$ cat src/sv/uer_pkg.sv
// ============================================================================
// uer_pkg
// Shared types and constants of the ultrasonic echo ranger.
// ============================================================================
package uer_pkg;

	// configuration register indexes
	localparam logic [1:0] REG_TRIG_TICKS  = 2'd0;
	localparam logic [1:0] REG_TMO_TICKS   = 2'd1;
	localparam logic [1:0] REG_OFFSET      = 2'd2;
	localparam logic [1:0] REG_TICKS_UNIT  = 2'd3;

	localparam int CFG_IDX_W  = 2;
	localparam int CFG_DATA_W = 24;
	localparam int TRIG_W     = 16;
	localparam int TMO_W      = 24;
	localparam int OFS_W      = 16;
	localparam int DIV_W      = 16;
	localparam int DIST_W     = 16;
	localparam int LED_W      = 4;

	// reset values of the configuration registers
	localparam logic [TRIG_W-1:0] TRIG_RST = 16'd10;
	localparam logic [TMO_W-1:0]  TMO_RST  = 24'd100000;
	localparam logic [OFS_W-1:0]  OFS_RST  = 16'd200;
	localparam logic [DIV_W-1:0]  DIV_RST  = 16'd834;

	localparam logic [TMO_W-1:0]  TMO_MAX  = 24'hFFFFFF;
	localparam logic [DIST_W-1:0] DIST_MAX = 16'hFFFF;

	// distance band limits and LED codes
	localparam logic [DIST_W-1:0] BAND_2  = 16'd2;
	localparam logic [DIST_W-1:0] BAND_5  = 16'd5;
	localparam logic [DIST_W-1:0] BAND_10 = 16'd10;
	localparam logic [DIST_W-1:0] BAND_15 = 16'd15;

	localparam logic [LED_W-1:0] LED_NEAR  = 4'b0001;
	localparam logic [LED_W-1:0] LED_MID   = 4'b0010;
	localparam logic [LED_W-1:0] LED_FAR   = 4'b0100;
	localparam logic [LED_W-1:0] LED_OUTER = 4'b1000;

	typedef enum logic [2:0] {
		PH_TRIG = 3'b001,
		PH_WAIT = 3'b010,
		PH_HIGH = 3'b100
	} phase_t;

	typedef enum logic [2:0] {
		BK_IDLE = 3'b001,
		BK_DIV  = 3'b010,
		BK_EMIT = 3'b100
	} back_state_t;

	// per-tick control flags passed from front to back
	typedef struct packed {
		logic trig;
		logic done;
		logic tmo;
	} ctl_t;

endpackage

$ cat src/sv/uer_front.sv
// ============================================================================
// uer_front
// Tick sequencer: trigger, echo wait and echo width count for each tick.
// ============================================================================
module uer_front #(
	parameter int COUNT_WIDTH = 16
) (
	input  logic                            clk,
	input  logic                            arst_n,
	input  logic                            accept,
	input  logic                            echo_level,
	input  logic [uer_pkg::TRIG_W-1:0]      trigger_ticks,
	input  logic [uer_pkg::TMO_W-1:0]       timeout_ticks,
	input  logic [uer_pkg::OFS_W-1:0]       offset_ticks,
	output uer_pkg::ctl_t                   rec_ctl,
	output logic [COUNT_WIDTH-1:0]          rec_width
);
	import uer_pkg::*;

	localparam int OW = (COUNT_WIDTH > OFS_W) ? COUNT_WIDTH : OFS_W;

	phase_t                   phase_q, phase_d;
	logic [TRIG_W-1:0]        phase_cnt_q, phase_cnt_d, phase_inc, trig_len;
	logic [TMO_W-1:0]         tmo_cnt_q, tmo_cnt_d, tmo_inc;
	logic [COUNT_WIDTH-1:0]   pulse_q, pulse_d, pulse_inc;
	logic [OW-1:0]            pulse_ext, ofs_ext, width_ext;
	logic                     expired;

	assign trig_len  = (trigger_ticks == '0) ? TRIG_W'(1) : trigger_ticks;
	assign phase_inc = phase_cnt_q + TRIG_W'(1);
	assign tmo_inc   = (tmo_cnt_q < TMO_MAX) ? tmo_cnt_q + TMO_W'(1) : tmo_cnt_q;
	assign expired   = tmo_inc > timeout_ticks;
	assign pulse_inc = (pulse_q != '1) ? pulse_q + COUNT_WIDTH'(1) : pulse_q;

	// clamp the corrected width at zero
	assign pulse_ext = OW'(pulse_q);
	assign ofs_ext   = OW'(offset_ticks);
	assign width_ext = (pulse_ext > ofs_ext) ? pulse_ext - ofs_ext : '0;
	assign rec_width = COUNT_WIDTH'(width_ext);

	always_comb begin
		phase_d     = phase_q;
		phase_cnt_d = phase_cnt_q;
		tmo_cnt_d   = tmo_cnt_q;
		pulse_d     = pulse_q;
		rec_ctl     = '0;
		unique case (phase_q)
			PH_WAIT: begin
				tmo_cnt_d = tmo_inc;
				if (echo_level) begin
					phase_d = PH_HIGH;
					pulse_d = COUNT_WIDTH'(1);
				end
				if (expired) begin
					rec_ctl.tmo = 1'b1;
					phase_d     = PH_TRIG;
					phase_cnt_d = '0;
				end
			end
			PH_HIGH: begin
				if (echo_level) begin
					pulse_d   = pulse_inc;
					tmo_cnt_d = tmo_inc;
					if (expired) begin
						rec_ctl.tmo = 1'b1;
						phase_d     = PH_TRIG;
						phase_cnt_d = '0;
					end
				end else begin
					rec_ctl.done = 1'b1;
					phase_d      = PH_TRIG;
					phase_cnt_d  = '0;
				end
			end
			default: begin
				rec_ctl.trig = 1'b1;
				if (phase_inc >= trig_len) begin
					phase_d     = PH_WAIT;
					phase_cnt_d = '0;
					tmo_cnt_d   = '0;
				end else begin
					phase_d     = PH_TRIG;
					phase_cnt_d = phase_inc;
				end
			end
		endcase
	end

	always_ff @(posedge clk or negedge arst_n) begin
		if (!arst_n) begin
			phase_q     <= PH_TRIG;
			phase_cnt_q <= '0;
			tmo_cnt_q   <= '0;
			pulse_q     <= '0;
		end else if (accept) begin
			phase_q     <= phase_d;
			phase_cnt_q <= phase_cnt_d;
			tmo_cnt_q   <= tmo_cnt_d;
			pulse_q     <= pulse_d;
		end
	end

endmodule

$ cat src/sv/uer_queue.sv
// ============================================================================
// uer_queue
// Short FIFO of tick records between the sequencer and the divider side.
// ============================================================================
module uer_queue #(
	parameter int WIDTH = 16,
	parameter int DEPTH = 4
) (
	input  logic               clk,
	input  logic               arst_n,
	input  logic               wr_en,
	input  uer_pkg::ctl_t      wr_ctl,
	input  logic [WIDTH-1:0]   wr_width,
	output logic               full,
	input  logic               rd_en,
	output logic               empty,
	output uer_pkg::ctl_t      rd_ctl,
	output logic [WIDTH-1:0]   rd_width
);
	import uer_pkg::*;

	localparam int PTR_W = (DEPTH > 1) ? $clog2(DEPTH) : 1;
	localparam int CNT_W = $clog2(DEPTH + 1);

	ctl_t              ctl_mem_q [DEPTH];
	logic [WIDTH-1:0]  width_mem_q [DEPTH];
	logic [PTR_W-1:0]  wr_ptr_q, rd_ptr_q;
	logic [CNT_W-1:0]  count_q;
	logic              do_wr, do_rd;

	assign full     = count_q == CNT_W'(DEPTH);
	assign empty    = count_q == '0;
	assign do_wr    = wr_en && !full;
	assign do_rd    = rd_en && !empty;
	assign rd_ctl   = ctl_mem_q[rd_ptr_q];
	assign rd_width = width_mem_q[rd_ptr_q];

	always_ff @(posedge clk) begin
		if (do_wr) begin
			ctl_mem_q[wr_ptr_q]   <= wr_ctl;
			width_mem_q[wr_ptr_q] <= wr_width;
		end
	end

	always_ff @(posedge clk or negedge arst_n) begin
		if (!arst_n) begin
			wr_ptr_q <= '0;
			rd_ptr_q <= '0;
			count_q  <= '0;
		end else begin
			if (do_wr) begin
				wr_ptr_q <= (wr_ptr_q == PTR_W'(DEPTH - 1)) ? '0 : wr_ptr_q + PTR_W'(1);
			end
			if (do_rd) begin
				rd_ptr_q <= (rd_ptr_q == PTR_W'(DEPTH - 1)) ? '0 : rd_ptr_q + PTR_W'(1);
			end
			if (do_wr && !do_rd) begin
				count_q <= count_q + CNT_W'(1);
			end else if (do_rd && !do_wr) begin
				count_q <= count_q - CNT_W'(1);
			end
		end
	end

endmodule

$ cat src/sv/uer_back.sv
// ============================================================================
// uer_back
// Result side: bit-serial divide of finished echoes, LED banding, output reg.
// ============================================================================
module uer_back #(
	parameter int COUNT_WIDTH = 16
) (
	input  logic                          clk,
	input  logic                          arst_n,
	input  logic                          q_empty,
	input  uer_pkg::ctl_t                 q_ctl,
	input  logic [COUNT_WIDTH-1:0]        q_width,
	output logic                          q_pop,
	input  logic [uer_pkg::DIV_W-1:0]     ticks_per_unit,
	input  logic                          pop,
	output logic                          empty,
	output logic                          trig_out,
	output logic [uer_pkg::LED_W-1:0]     leds,
	output logic [uer_pkg::DIST_W-1:0]    distance,
	output logic                          done_res,
	output logic                          timed_out
);
	import uer_pkg::*;

	localparam int CNT_W = $clog2(COUNT_WIDTH);
	localparam int OW    = (COUNT_WIDTH > DIST_W) ? COUNT_WIDTH : DIST_W;

	back_state_t             state_q;
	logic [COUNT_WIDTH-1:0]  quot_q;
	logic [DIV_W-1:0]        rem_q;
	logic [CNT_W-1:0]        bit_cnt_q;
	logic                    out_valid_q, trig_q, done_q, tmo_q;
	logic [LED_W-1:0]        leds_q, leds_new;
	logic [DIST_W-1:0]       dist_q, dist_new;
	logic [DIV_W:0]          shifted;
	logic                    ge;
	logic [OW-1:0]           quot_ext;
	logic                    out_free, load_pass, load_done;

	assign out_free  = !out_valid_q || pop;
	assign load_pass = (state_q == BK_IDLE) && !q_empty && !q_ctl.done && out_free;
	assign load_done = (state_q == BK_EMIT) && out_free;
	assign q_pop     = (state_q == BK_IDLE) && !q_empty && (q_ctl.done || out_free);

	// one restoring-division step per cycle
	assign shifted = {rem_q, quot_q[COUNT_WIDTH-1]};
	assign ge      = shifted >= {1'b0, ticks_per_unit};

	assign quot_ext = OW'(quot_q);

	always_comb begin
		if (ticks_per_unit == '0 || quot_ext > OW'(DIST_MAX)) begin
			dist_new = DIST_MAX;
		end else begin
			dist_new = quot_ext[DIST_W-1:0];
		end
		priority if (dist_new > BAND_2 && dist_new < BAND_5) begin
			leds_new = LED_NEAR;
		end else if (dist_new > BAND_5 && dist_new < BAND_10) begin
			leds_new = LED_MID;
		end else if (dist_new > BAND_10 && dist_new < BAND_15) begin
			leds_new = LED_FAR;
		end else if (dist_new > BAND_15) begin
			leds_new = LED_OUTER;
		end else begin
			leds_new = leds_q;
		end
	end

	always_ff @(posedge clk) begin
		unique case (state_q)
			BK_IDLE: begin
				quot_q    <= q_width;
				rem_q     <= '0;
				bit_cnt_q <= CNT_W'(COUNT_WIDTH - 1);
			end
			BK_DIV: begin
				quot_q    <= {quot_q[COUNT_WIDTH-2:0], ge};
				rem_q     <= ge ? DIV_W'(shifted - {1'b0, ticks_per_unit}) : shifted[DIV_W-1:0];
				bit_cnt_q <= bit_cnt_q - CNT_W'(1);
			end
			default: begin
				quot_q    <= quot_q;
				rem_q     <= rem_q;
				bit_cnt_q <= bit_cnt_q;
			end
		endcase
		if (load_pass) begin
			trig_q <= q_ctl.trig;
			done_q <= 1'b0;
			tmo_q  <= q_ctl.tmo;
		end else if (load_done) begin
			trig_q <= 1'b0;
			done_q <= 1'b1;
			tmo_q  <= 1'b0;
		end
	end

	always_ff @(posedge clk or negedge arst_n) begin
		if (!arst_n) begin
			state_q     <= BK_IDLE;
			out_valid_q <= 1'b0;
			leds_q      <= '0;
			dist_q      <= '0;
		end else begin
			unique case (state_q)
				BK_IDLE: begin
					if (q_pop && q_ctl.done) begin
						state_q <= BK_DIV;
					end
				end
				BK_DIV: begin
					if (bit_cnt_q == '0) begin
						state_q <= BK_EMIT;
					end
				end
				default: begin
					if (out_free) begin
						state_q <= BK_IDLE;
					end
				end
			endcase
			if (load_done) begin
				leds_q <= leds_new;
				dist_q <= dist_new;
			end
			if (load_pass || load_done) begin
				out_valid_q <= 1'b1;
			end else if (pop) begin
				out_valid_q <= 1'b0;
			end
		end
	end

	assign empty     = !out_valid_q;
	assign trig_out  = trig_q;
	assign done_res  = done_q;
	assign timed_out = tmo_q;
	assign leds      = leds_q;
	assign distance  = dist_q;

endmodule

$ cat src/sv/ultrasonic_echo_ranger_top.sv
// ============================================================================
// ultrasonic_echo_ranger_top
// Result path: an accepted tick is written to the queue, then moved to the
//   output register; a tick that ends an echo first passes the bit-serial
//   divider (BK_DIV, then BK_EMIT) on its way to the output register.
// Throughput: one tick per cycle while the queue has room; a finished echo
//   holds the result side during the divide, and the 4-entry queue takes up
//   to four more ticks meanwhile; then full stalls input until the divide ends.
// Reset: arst_n clears the sequencer, queue, divider and output register at
//   once; configuration returns to 10 / 100000 / 200 / 834.
// ============================================================================
module ultrasonic_echo_ranger_top #(
	parameter int COUNT_WIDTH = 16
) (
	input  logic                              clk,
	input  logic                              arst_n,
	// tick input
	input  logic                              push,
	output logic                              full,
	input  logic                              echo_level,
	// result output
	output logic                              empty,
	input  logic                              pop,
	output logic                              trig_out,
	output logic [uer_pkg::LED_W-1:0]         leds,
	output logic [uer_pkg::DIST_W-1:0]        distance,
	output logic                              done_res,
	output logic                              timed_out,
	// configuration
	input  logic                              cfg_we,
	input  logic [uer_pkg::CFG_IDX_W-1:0]     cfg_idx,
	input  logic [uer_pkg::CFG_DATA_W-1:0]    cfg_wdata
);
	import uer_pkg::*;

	localparam int QUEUE_DEPTH = 4;

	logic [TRIG_W-1:0]       trig_ticks_q;
	logic [TMO_W-1:0]        tmo_ticks_q;
	logic [OFS_W-1:0]        ofs_ticks_q;
	logic [DIV_W-1:0]        div_ticks_q;

	logic                    accept;
	ctl_t                    rec_ctl, q_ctl;
	logic [COUNT_WIDTH-1:0]  rec_width, q_width;
	logic                    q_full, q_empty, q_pop;

	// Configuration registers. Writes must arrive only while the block is idle;
	// the block does not enforce this. Both sides read them directly.
	always_ff @(posedge clk or negedge arst_n) begin
		if (!arst_n) begin
			trig_ticks_q <= TRIG_RST;
			tmo_ticks_q  <= TMO_RST;
			ofs_ticks_q  <= OFS_RST;
			div_ticks_q  <= DIV_RST;
		end else if (cfg_we) begin
			unique case (cfg_idx)
				REG_TRIG_TICKS: trig_ticks_q <= cfg_wdata[TRIG_W-1:0];
				REG_TMO_TICKS:  tmo_ticks_q  <= cfg_wdata[TMO_W-1:0];
				REG_OFFSET:     ofs_ticks_q  <= cfg_wdata[OFS_W-1:0];
				REG_TICKS_UNIT: div_ticks_q  <= cfg_wdata[DIV_W-1:0];
				default:        trig_ticks_q <= trig_ticks_q;
			endcase
		end
	end

	// The front side advances one tick per accepted transaction and writes a
	// record of that tick (flags plus corrected echo width) into the queue.
	assign full   = q_full;
	assign accept = push && !q_full;

	uer_front #(
		.COUNT_WIDTH (COUNT_WIDTH)
	) u_front (
		.clk           (clk),
		.arst_n        (arst_n),
		.accept        (accept),
		.echo_level    (echo_level),
		.trigger_ticks (trig_ticks_q),
		.timeout_ticks (tmo_ticks_q),
		.offset_ticks  (ofs_ticks_q),
		.rec_ctl       (rec_ctl),
		.rec_width     (rec_width)
	);

	// Decouple the tick sequencer from the divider so triggering continues
	// while a distance is being computed.
	uer_queue #(
		.WIDTH (COUNT_WIDTH),
		.DEPTH (QUEUE_DEPTH)
	) u_queue (
		.clk      (clk),
		.arst_n   (arst_n),
		.wr_en    (accept),
		.wr_ctl   (rec_ctl),
		.wr_width (rec_width),
		.full     (q_full),
		.rd_en    (q_pop),
		.empty    (q_empty),
		.rd_ctl   (q_ctl),
		.rd_width (q_width)
	);

	// The back side forwards plain ticks straight to the output register and
	// runs the divider plus LED banding for ticks that end an echo.
	uer_back #(
		.COUNT_WIDTH (COUNT_WIDTH)
	) u_back (
		.clk            (clk),
		.arst_n         (arst_n),
		.q_empty        (q_empty),
		.q_ctl          (q_ctl),
		.q_width        (q_width),
		.q_pop          (q_pop),
		.ticks_per_unit (div_ticks_q),
		.pop            (pop),
		.empty          (empty),
		.trig_out       (trig_out),
		.leds           (leds),
		.distance       (distance),
		.done_res       (done_res),
		.timed_out      (timed_out)
	);

endmodule

$ cat config.mk
export PLATFORM = sky130hd
export DESIGN_NAME = ultrasonic_echo_ranger_top
export DESIGN_NICKNAME = d
export VERILOG_FILES = /design/src/sv/uer_pkg.sv /design/src/sv/uer_front.sv /design/src/sv/uer_queue.sv /design/src/sv/uer_back.sv /design/src/sv/ultrasonic_echo_ranger_top.sv
export SDC_FILE = /design/constraint.sdc
export NUM_CORES = 1
export LEC_CHECK = 0
export ABC_AREA = 0
export BUFFER_PORTS_ARGS = -buffer_cell sky130_fd_sc_hd__buf_2
export CORE_UTILIZATION = 45
export DETAILED_ROUTE_END_ITERATION = 10
export SYNTH_ARGS = -nofsm -noshare
export SYNTH_HDL_FRONTEND = slang
export SYNTH_SLANG_ARGS = --single-unit
$ cat constraint.sdc
create_clock -name clk -period 5.19 [get_ports clk]
set_input_delay 1.038 -clock clk [delete_from_list [all_inputs] [get_ports clk]]
set_output_delay 1.038 -clock clk [all_outputs]
set_load 0.05 [all_outputs]
-- Word-level counts from Yosys, hierarchy flattened
Memories as Yosys holds them, arrays and structs flattened.
Index checks and enable logic that the tools add are counted.
- bits in registers: 201
- bits in writable memories: 76
- input bits: 32
- output and inout port bits: 25
- word-level logic and storage cells: 162
- memories: 2
- memories (memory ; depth ; bits a word ; rd ports ; clocked after Yosys merged registers in ; write ports ; line ; RTL):
    u_queue.width_mem_q ; 4 ; 16 ; 1 ; 0 ; 1 ; uer_queue.sv:26 ; logic [WIDTH-1:0] width_mem_q [DEPTH];
    u_queue.ctl_mem_q ; 4 ; 3 ; 1 ; 0 ; 1 ; uer_queue.sv:25 ; ctl_t ctl_mem_q [DEPTH];
- add/sub/neg operators: 10
- order comparisons: 13
- equal/unequal tests: 19
- mux-type cells: 50
- reductions and logical operators: 47
- operators by type and width (kind ; count):
    16-bit 2-to-1 mux ; 10
    16-bit case mux with 2 select lines ; 4
    24-bit 2-to-1 mux ; 3
    24-bit case mux with 2 select lines ; 1
    16-bit by 1-bit adder with 16-bit output (second input constant) ; 2
    16-bit by 4-bit > comparator with 1-bit output (second input constant) ; 2
    16-bit logical NOT ; 2
    16-bit by 4-bit less-than comparator with 1-bit output (second input constant) ; 2
    16-bit subtractor ; 2
    3-bit 2-to-1 mux ; 9
    24-bit by 1-bit adder with 24-bit output (second input constant) ; 1
    24-bit > comparator ; 1
    24-bit less-than comparator (second input constant) ; 1
    17-bit by 16-bit >= comparator with 1-bit output ; 1
    16-bit >= comparator ; 1
    16-bit > comparator ; 1
    16-bit > comparator (second input constant) ; 1
    16-bit by 2-bit > comparator with 1-bit output (second input constant) ; 1
    16-bit by 3-bit > comparator with 1-bit output (second input constant) ; 1
    16-bit by 3-bit less-than comparator with 1-bit output (second input constant) ; 1
    4-bit 2-to-1 mux ; 4
    16-bit inequality test (second input constant) ; 1
    1-bit logical AND ; 14
    1-bit 2-to-1 mux ; 12
    28 further kinds ; 61

-- Logic depth before layout (Yosys ltp)
- word-level depth: 8
- gate-level depth with buffers: 18
- depth with buffers taken out: 16

-- By module
Synthesis repeated with hierarchy kept, for this count alone.
- cell total of the unflattened synthesis: 1431
- area total of the unflattened synthesis: 15432.3 um^2
- modules (own cells, without submodules) (module ; instances ; cells each ; area an instance (um^2)):
    uer_front ; 1 ; 718 ; 5647.9
    uer_back ; 1 ; 423 ; 3852.4
    uer_queue ; 1 ; 136 ; 3190.6
    ultrasonic_echo_ranger_top ; 1 ; 154 ; 2741.4

-- Worst setup path after synthesis
OpenSTA, ideal clock, no wires.
- path kind: register to register
- start point: reg u_front.tmo_cnt_q[19]
- end point: reg u_front.phase_cnt_q[2]
- data arrival time: 3.560 ns
- data required time: 5.064 ns
- slack: 1.504 ns
- cell stages (with the launch flop): 19
- buffers on the path: 3
- period minus slack after synthesis: 3.686 ns
- cells stage by stage: dfrtp_1 > buf_4 > nand4_2 > or3_1 > or3_1 > buf_6 > nand3_2 > or3_1 > buf_6 > nor2_1 > xor2_1 > ha_1 > nand4_1 > or3_1 > nor2_1 > o31ai_1 > a31oi_1 > o21ai_2 > a221o_1
- word-level cells in the longest chain between the ends: 6
- RTL lines (what ; line ; RTL):
    start: declaration ; uer_front.sv:24 ; logic [TMO_W-1:0] tmo_cnt_q, tmo_cnt_d, tmo_inc;
    start signal: assignment ; uer_front.sv:98 ; tmo_cnt_q <= tmo_cnt_d;
    24-bit by 1-bit adder with 24-bit output / 24-bit less-than comparator (equally long branches) ; uer_front.sv:31 ; assign tmo_inc = (tmo_cnt_q < TMO_MAX) ? tmo_cnt_q + TMO_W'(1) : tmo_cnt_q;
    24-bit 2-to-1 mux * ; uer_front.sv:31 ;
    24-bit > comparator * ; uer_front.sv:32 ; assign expired = tmo_inc > timeout_ticks;
    16-bit 2-to-1 mux * ; - ;
    16-bit 2-to-1 mux ; - ;
    16-bit case mux with 2 select lines * ; - ;
    end signal: assignment ; uer_front.sv:97 ; phase_cnt_q <= phase_cnt_d;
    end: declaration ; uer_front.sv:23 ; logic [TRIG_W-1:0] phase_cnt_q, phase_cnt_d, phase_inc, trig_len;
Mark *: on every way between the ends. The rest lies on a longest branch, timed or not.
A chain may end at the register's enable or synchronous reset.

-- Final worst setup path
Same ends and word-level chain as after synthesis.

==> metrics <==
cell mode on critical path=or3_1; DP Area=15690 µm²; count leader, synth=nand2_1; #FFs+latches synth=around 280; Sw Pwr=2.587 mW; Top delay family on crit path=simple AND/OR/NAND/NOR gates; Slew headroom=between 20% and 30%; Tot GR Track Use=about a fifth; peak supply drop=~0.3 mV; max incr delay on CP=around 0.52 ns; Reg2Reg Launch Point=u_front.tmo_cnt_q[19]$_DFFE_PN0P_; Async SR Flop Fraction=around three fifths; Flop pwr share=between 40% and 50%; top cells by area in the synthesized netlist=dfrtp_1 24%, edfxtp_1 23%, ha_1 6.9%, mux2_2 4.5%, nand2_1 4.0%; Synth Instances=roughly 1400; antenna violations before repair=3; Iter 0 DRT Violations=around 750; Die X-Extent=between 150 and 200 µm; Rows=between 60 and 70; Power per Cell Area=~470 nW/µm²; flop2flop setup slack=approximately 0.8 ns; Final min period=approximately 4.4 ns; vias per cell=around 5.5; clock share of power=28.8%; fin crit share=a little over four fifths; Synth warnings=0; Util after Layout=51.32%; reg-to-reg endpoint=u_front.phase_cnt_q[2]$_DFFE_PN0P_; sequential fraction of the synthesis area=between 50% and 60%; final net count=1561; clk slew on worst S/H paths=about 0.060 ns; fin cells=about 1900; Bufs and invs on worst path=0; Worst setup EP type=flop; Fin Setup TNS=0 ns; WHS=~0.37 ns; Worst EP arrival=4.85 ns; Hold Buf Count CTS=0; critical-path cell list=nand4_2, or3_1, or3_1, nand3_2, or3_1, nor2_1, xor2_1, ha_1, nand4_1, or3_1, nor2_1, o31ai_1, a31oi_1, o21ai_2, a221o_1; sw frac=32.81%; worst-margin pin slew=around 1.1 ns; CP Class=reg -> reg; DRT antenna net count=0; Yosys top cell area share=between 20% and 30%; DRC=0; Initial Util=between 40% and 50%; Hold Vio Cnt, Final=0; power share of the combinational group=31.3%; Worst setup SP type=flop; Max Cap Viol=0; CTS tree=done; syn_nets=between 1500 and 2000; port bufs=56; Final HPWL DP=approximately 24000 µm; drt pass-1 iters=5; postcts setup bufs=0; Longest Clk Path Bufs=3; Die Ht=between 150 and 200 µm; Post-synth EDFFs=114; H-tree depth=1; wire per inst=between 15 and 20 µm; largest net degree at the start of global routing=128; Crit path depth=15; Routed WL=33330 µm; final number of setup-violating endpoints=0; number of buffers created by CTS=30; status=finished, final reports clean; Vias=10460; RSZ-0062 raised after global routing=no; grt ovf=0; vias in the first global route=roughly 10000; max frequency=roughly 230 MHz; cell taking the most area after synthesis=dfrtp_1; P_leak=between 7 and 8 nW; first-pass GRT wire length=54490 µm; Max Slew Vio Count=0; layout cell share with drive strength beyond 1=~16%; Worst R2R Path Depth=15; ys flop type=dfrtp_1; Synth Area per Inst=roughly 11 µm²; Worst path slowest cell=or3_1; diode count=0; Die ar.=about 34000 µm²; final non-filler cell area=roughly 17000 µm²; gpl congestion=roughly 0.86; capture point of the worst path=u_front.phase_cnt_q[2]$_DFFE_PN0P_; post-cts sizing count=0; Synth cell types=between 70 and 80; Post-Synthesis Cell Area=approximately 15000 µm²; Root Driver=clkbuf_16; latest clock arrival within the worst-skew pair=approximately 0.57 ns; Layout area overhead=11.89%; Placed Cells=between 1500 and 2000; worst hold path class=in -> async; Worst Path Required=around 5.6 ns; Critical Path Source=u_front.tmo_cnt_q[19]$_DFFE_PN0P_; core area=~33000 µm²; clk sinks=around 280; Power Internal=~5.3 mW; io pins=57; Commonest cells post-synth=158 x nand2_1, 145 x dfrtp_1, 114 x edfxtp_1; clk_skew=approximately 0.014 ns; Critical Path Fanout Max=10
## worst min path at each step
stage,to,depth (start not counted)
finish,u_back.distance[13]$_DFFE_PN0P_,1
global route,u_back.distance[9]$_DFFE_PN0P_,1
CTS,u_back.distance[13]$_DFFE_PN0P_,1
detailed placement,u_back.done_res$_SDFFE_PP0P_,1
global placement,u_back.distance[5]$_DFFE_PN0P_,2
floorplan,u_queue.count_q[2]$_DFFE_PN0P_,1
## cell usage in the layout, fill, tap and decap left out, drive strengths merged, types with 21 or more instances in the layout
master  count
nand2     158
dfrtp     145
edfxtp    114
o21ai     104
inv        98
nor2       92
ha         82
buf        68
mux2       60
a21oi      54
nand3      44
clkbuf     38
xnor2      36
a21o       26
nand4      26
nor3       23
xor2       21
## sequential cells by signal, indices dropped and copies added, names as in the netlist, 12 cells and up
register             cells
u_queue.width_mem_q     64
u_back.quot_ext         16
div_ticks_q             16
u_queue.ctl_mem_q       12
u_back.distance         16
u_front.pulse_ext       16
ofs_ticks_q             16
tmo_ticks_q             24
u_back.rem_q            16
u_front.tmo_cnt_q       24
u_front.phase_cnt_q     16
trig_ticks_q            16
## routing by layer
layer | vias to the layer above | wire length [µm] | share of wire (%) | track usage (%)
met4 | 0 | 624 | 1.9 | 4.633
met3 | 36 | 1297 | 3.9 | 2.588
met1 | 5092 | 16160 | 48 | 28.93
li1 | 5128 | - | - | -
met5 | - | 0 | 0 | 0
met2 | 203 | 15240 | 46 | 33.00
## power by group through the flow
| stage | registers (mW) | clock network (mW) | logic [mW] |
|---|---|---|---|
| floorplan | 3.09 | 0 | 1.95 |
| global placement | 3.18 | 0 | 2.44 |
| detailed placement | 3.19 | 0 | 2.49 |
| CTS | 3.15 | 2.31 | 2.50 |
| global route | 3.21 | 2.40 | 2.79 |
| finish | 3.15 | 2.27 | 2.47 |
## final cells by class
cell class | instances | area, µm²
Fill cell | 2949 | 15880
Clock buffer | 38 | 790.8
Multi-Input combinational cell | 968 | 6854
Sequential cell | 277 | 7518
Timing Repair Buffer | 68 | 389.1
Clock inverter | 18 | 262.8
Inverter | 99 | 371.6
Tap cell | 442 | 553.0
## through the flow
stage          setup WS [ns]  power, mW
2_1_floorplan          1.504      5.040
3_3_place_gp          0.8683      5.619
3_5_place_dp          0.8227      5.682
4_1_cts               0.8113      7.968
5_1_grt               0.5127      8.398
6_report              0.7893      7.883
## logic make-up (layout without fill, tap and decap cells)
| kind of cell | count (synthesis) | in the layout | share of synthesized area (%) |
|---|---|---|---|
| multiplexers | 95 | 95 | 8.447 |
| adder cells (fa/ha/maj) | 85 | 85 | 7.259 |
| AND/OR/NAND/NOR | 451 | 451 | 14.76 |
| buffers and inverters | 152 | 223 | 4.098 |
| flip-flops | 277 | 277 | 50.26 |
| AO/OA/AOI/OAI | 280 | 280 | 11.84 |
| XOR/XNOR | 57 | 57 | 3.337 |
(Power assumes the default switching activity.)
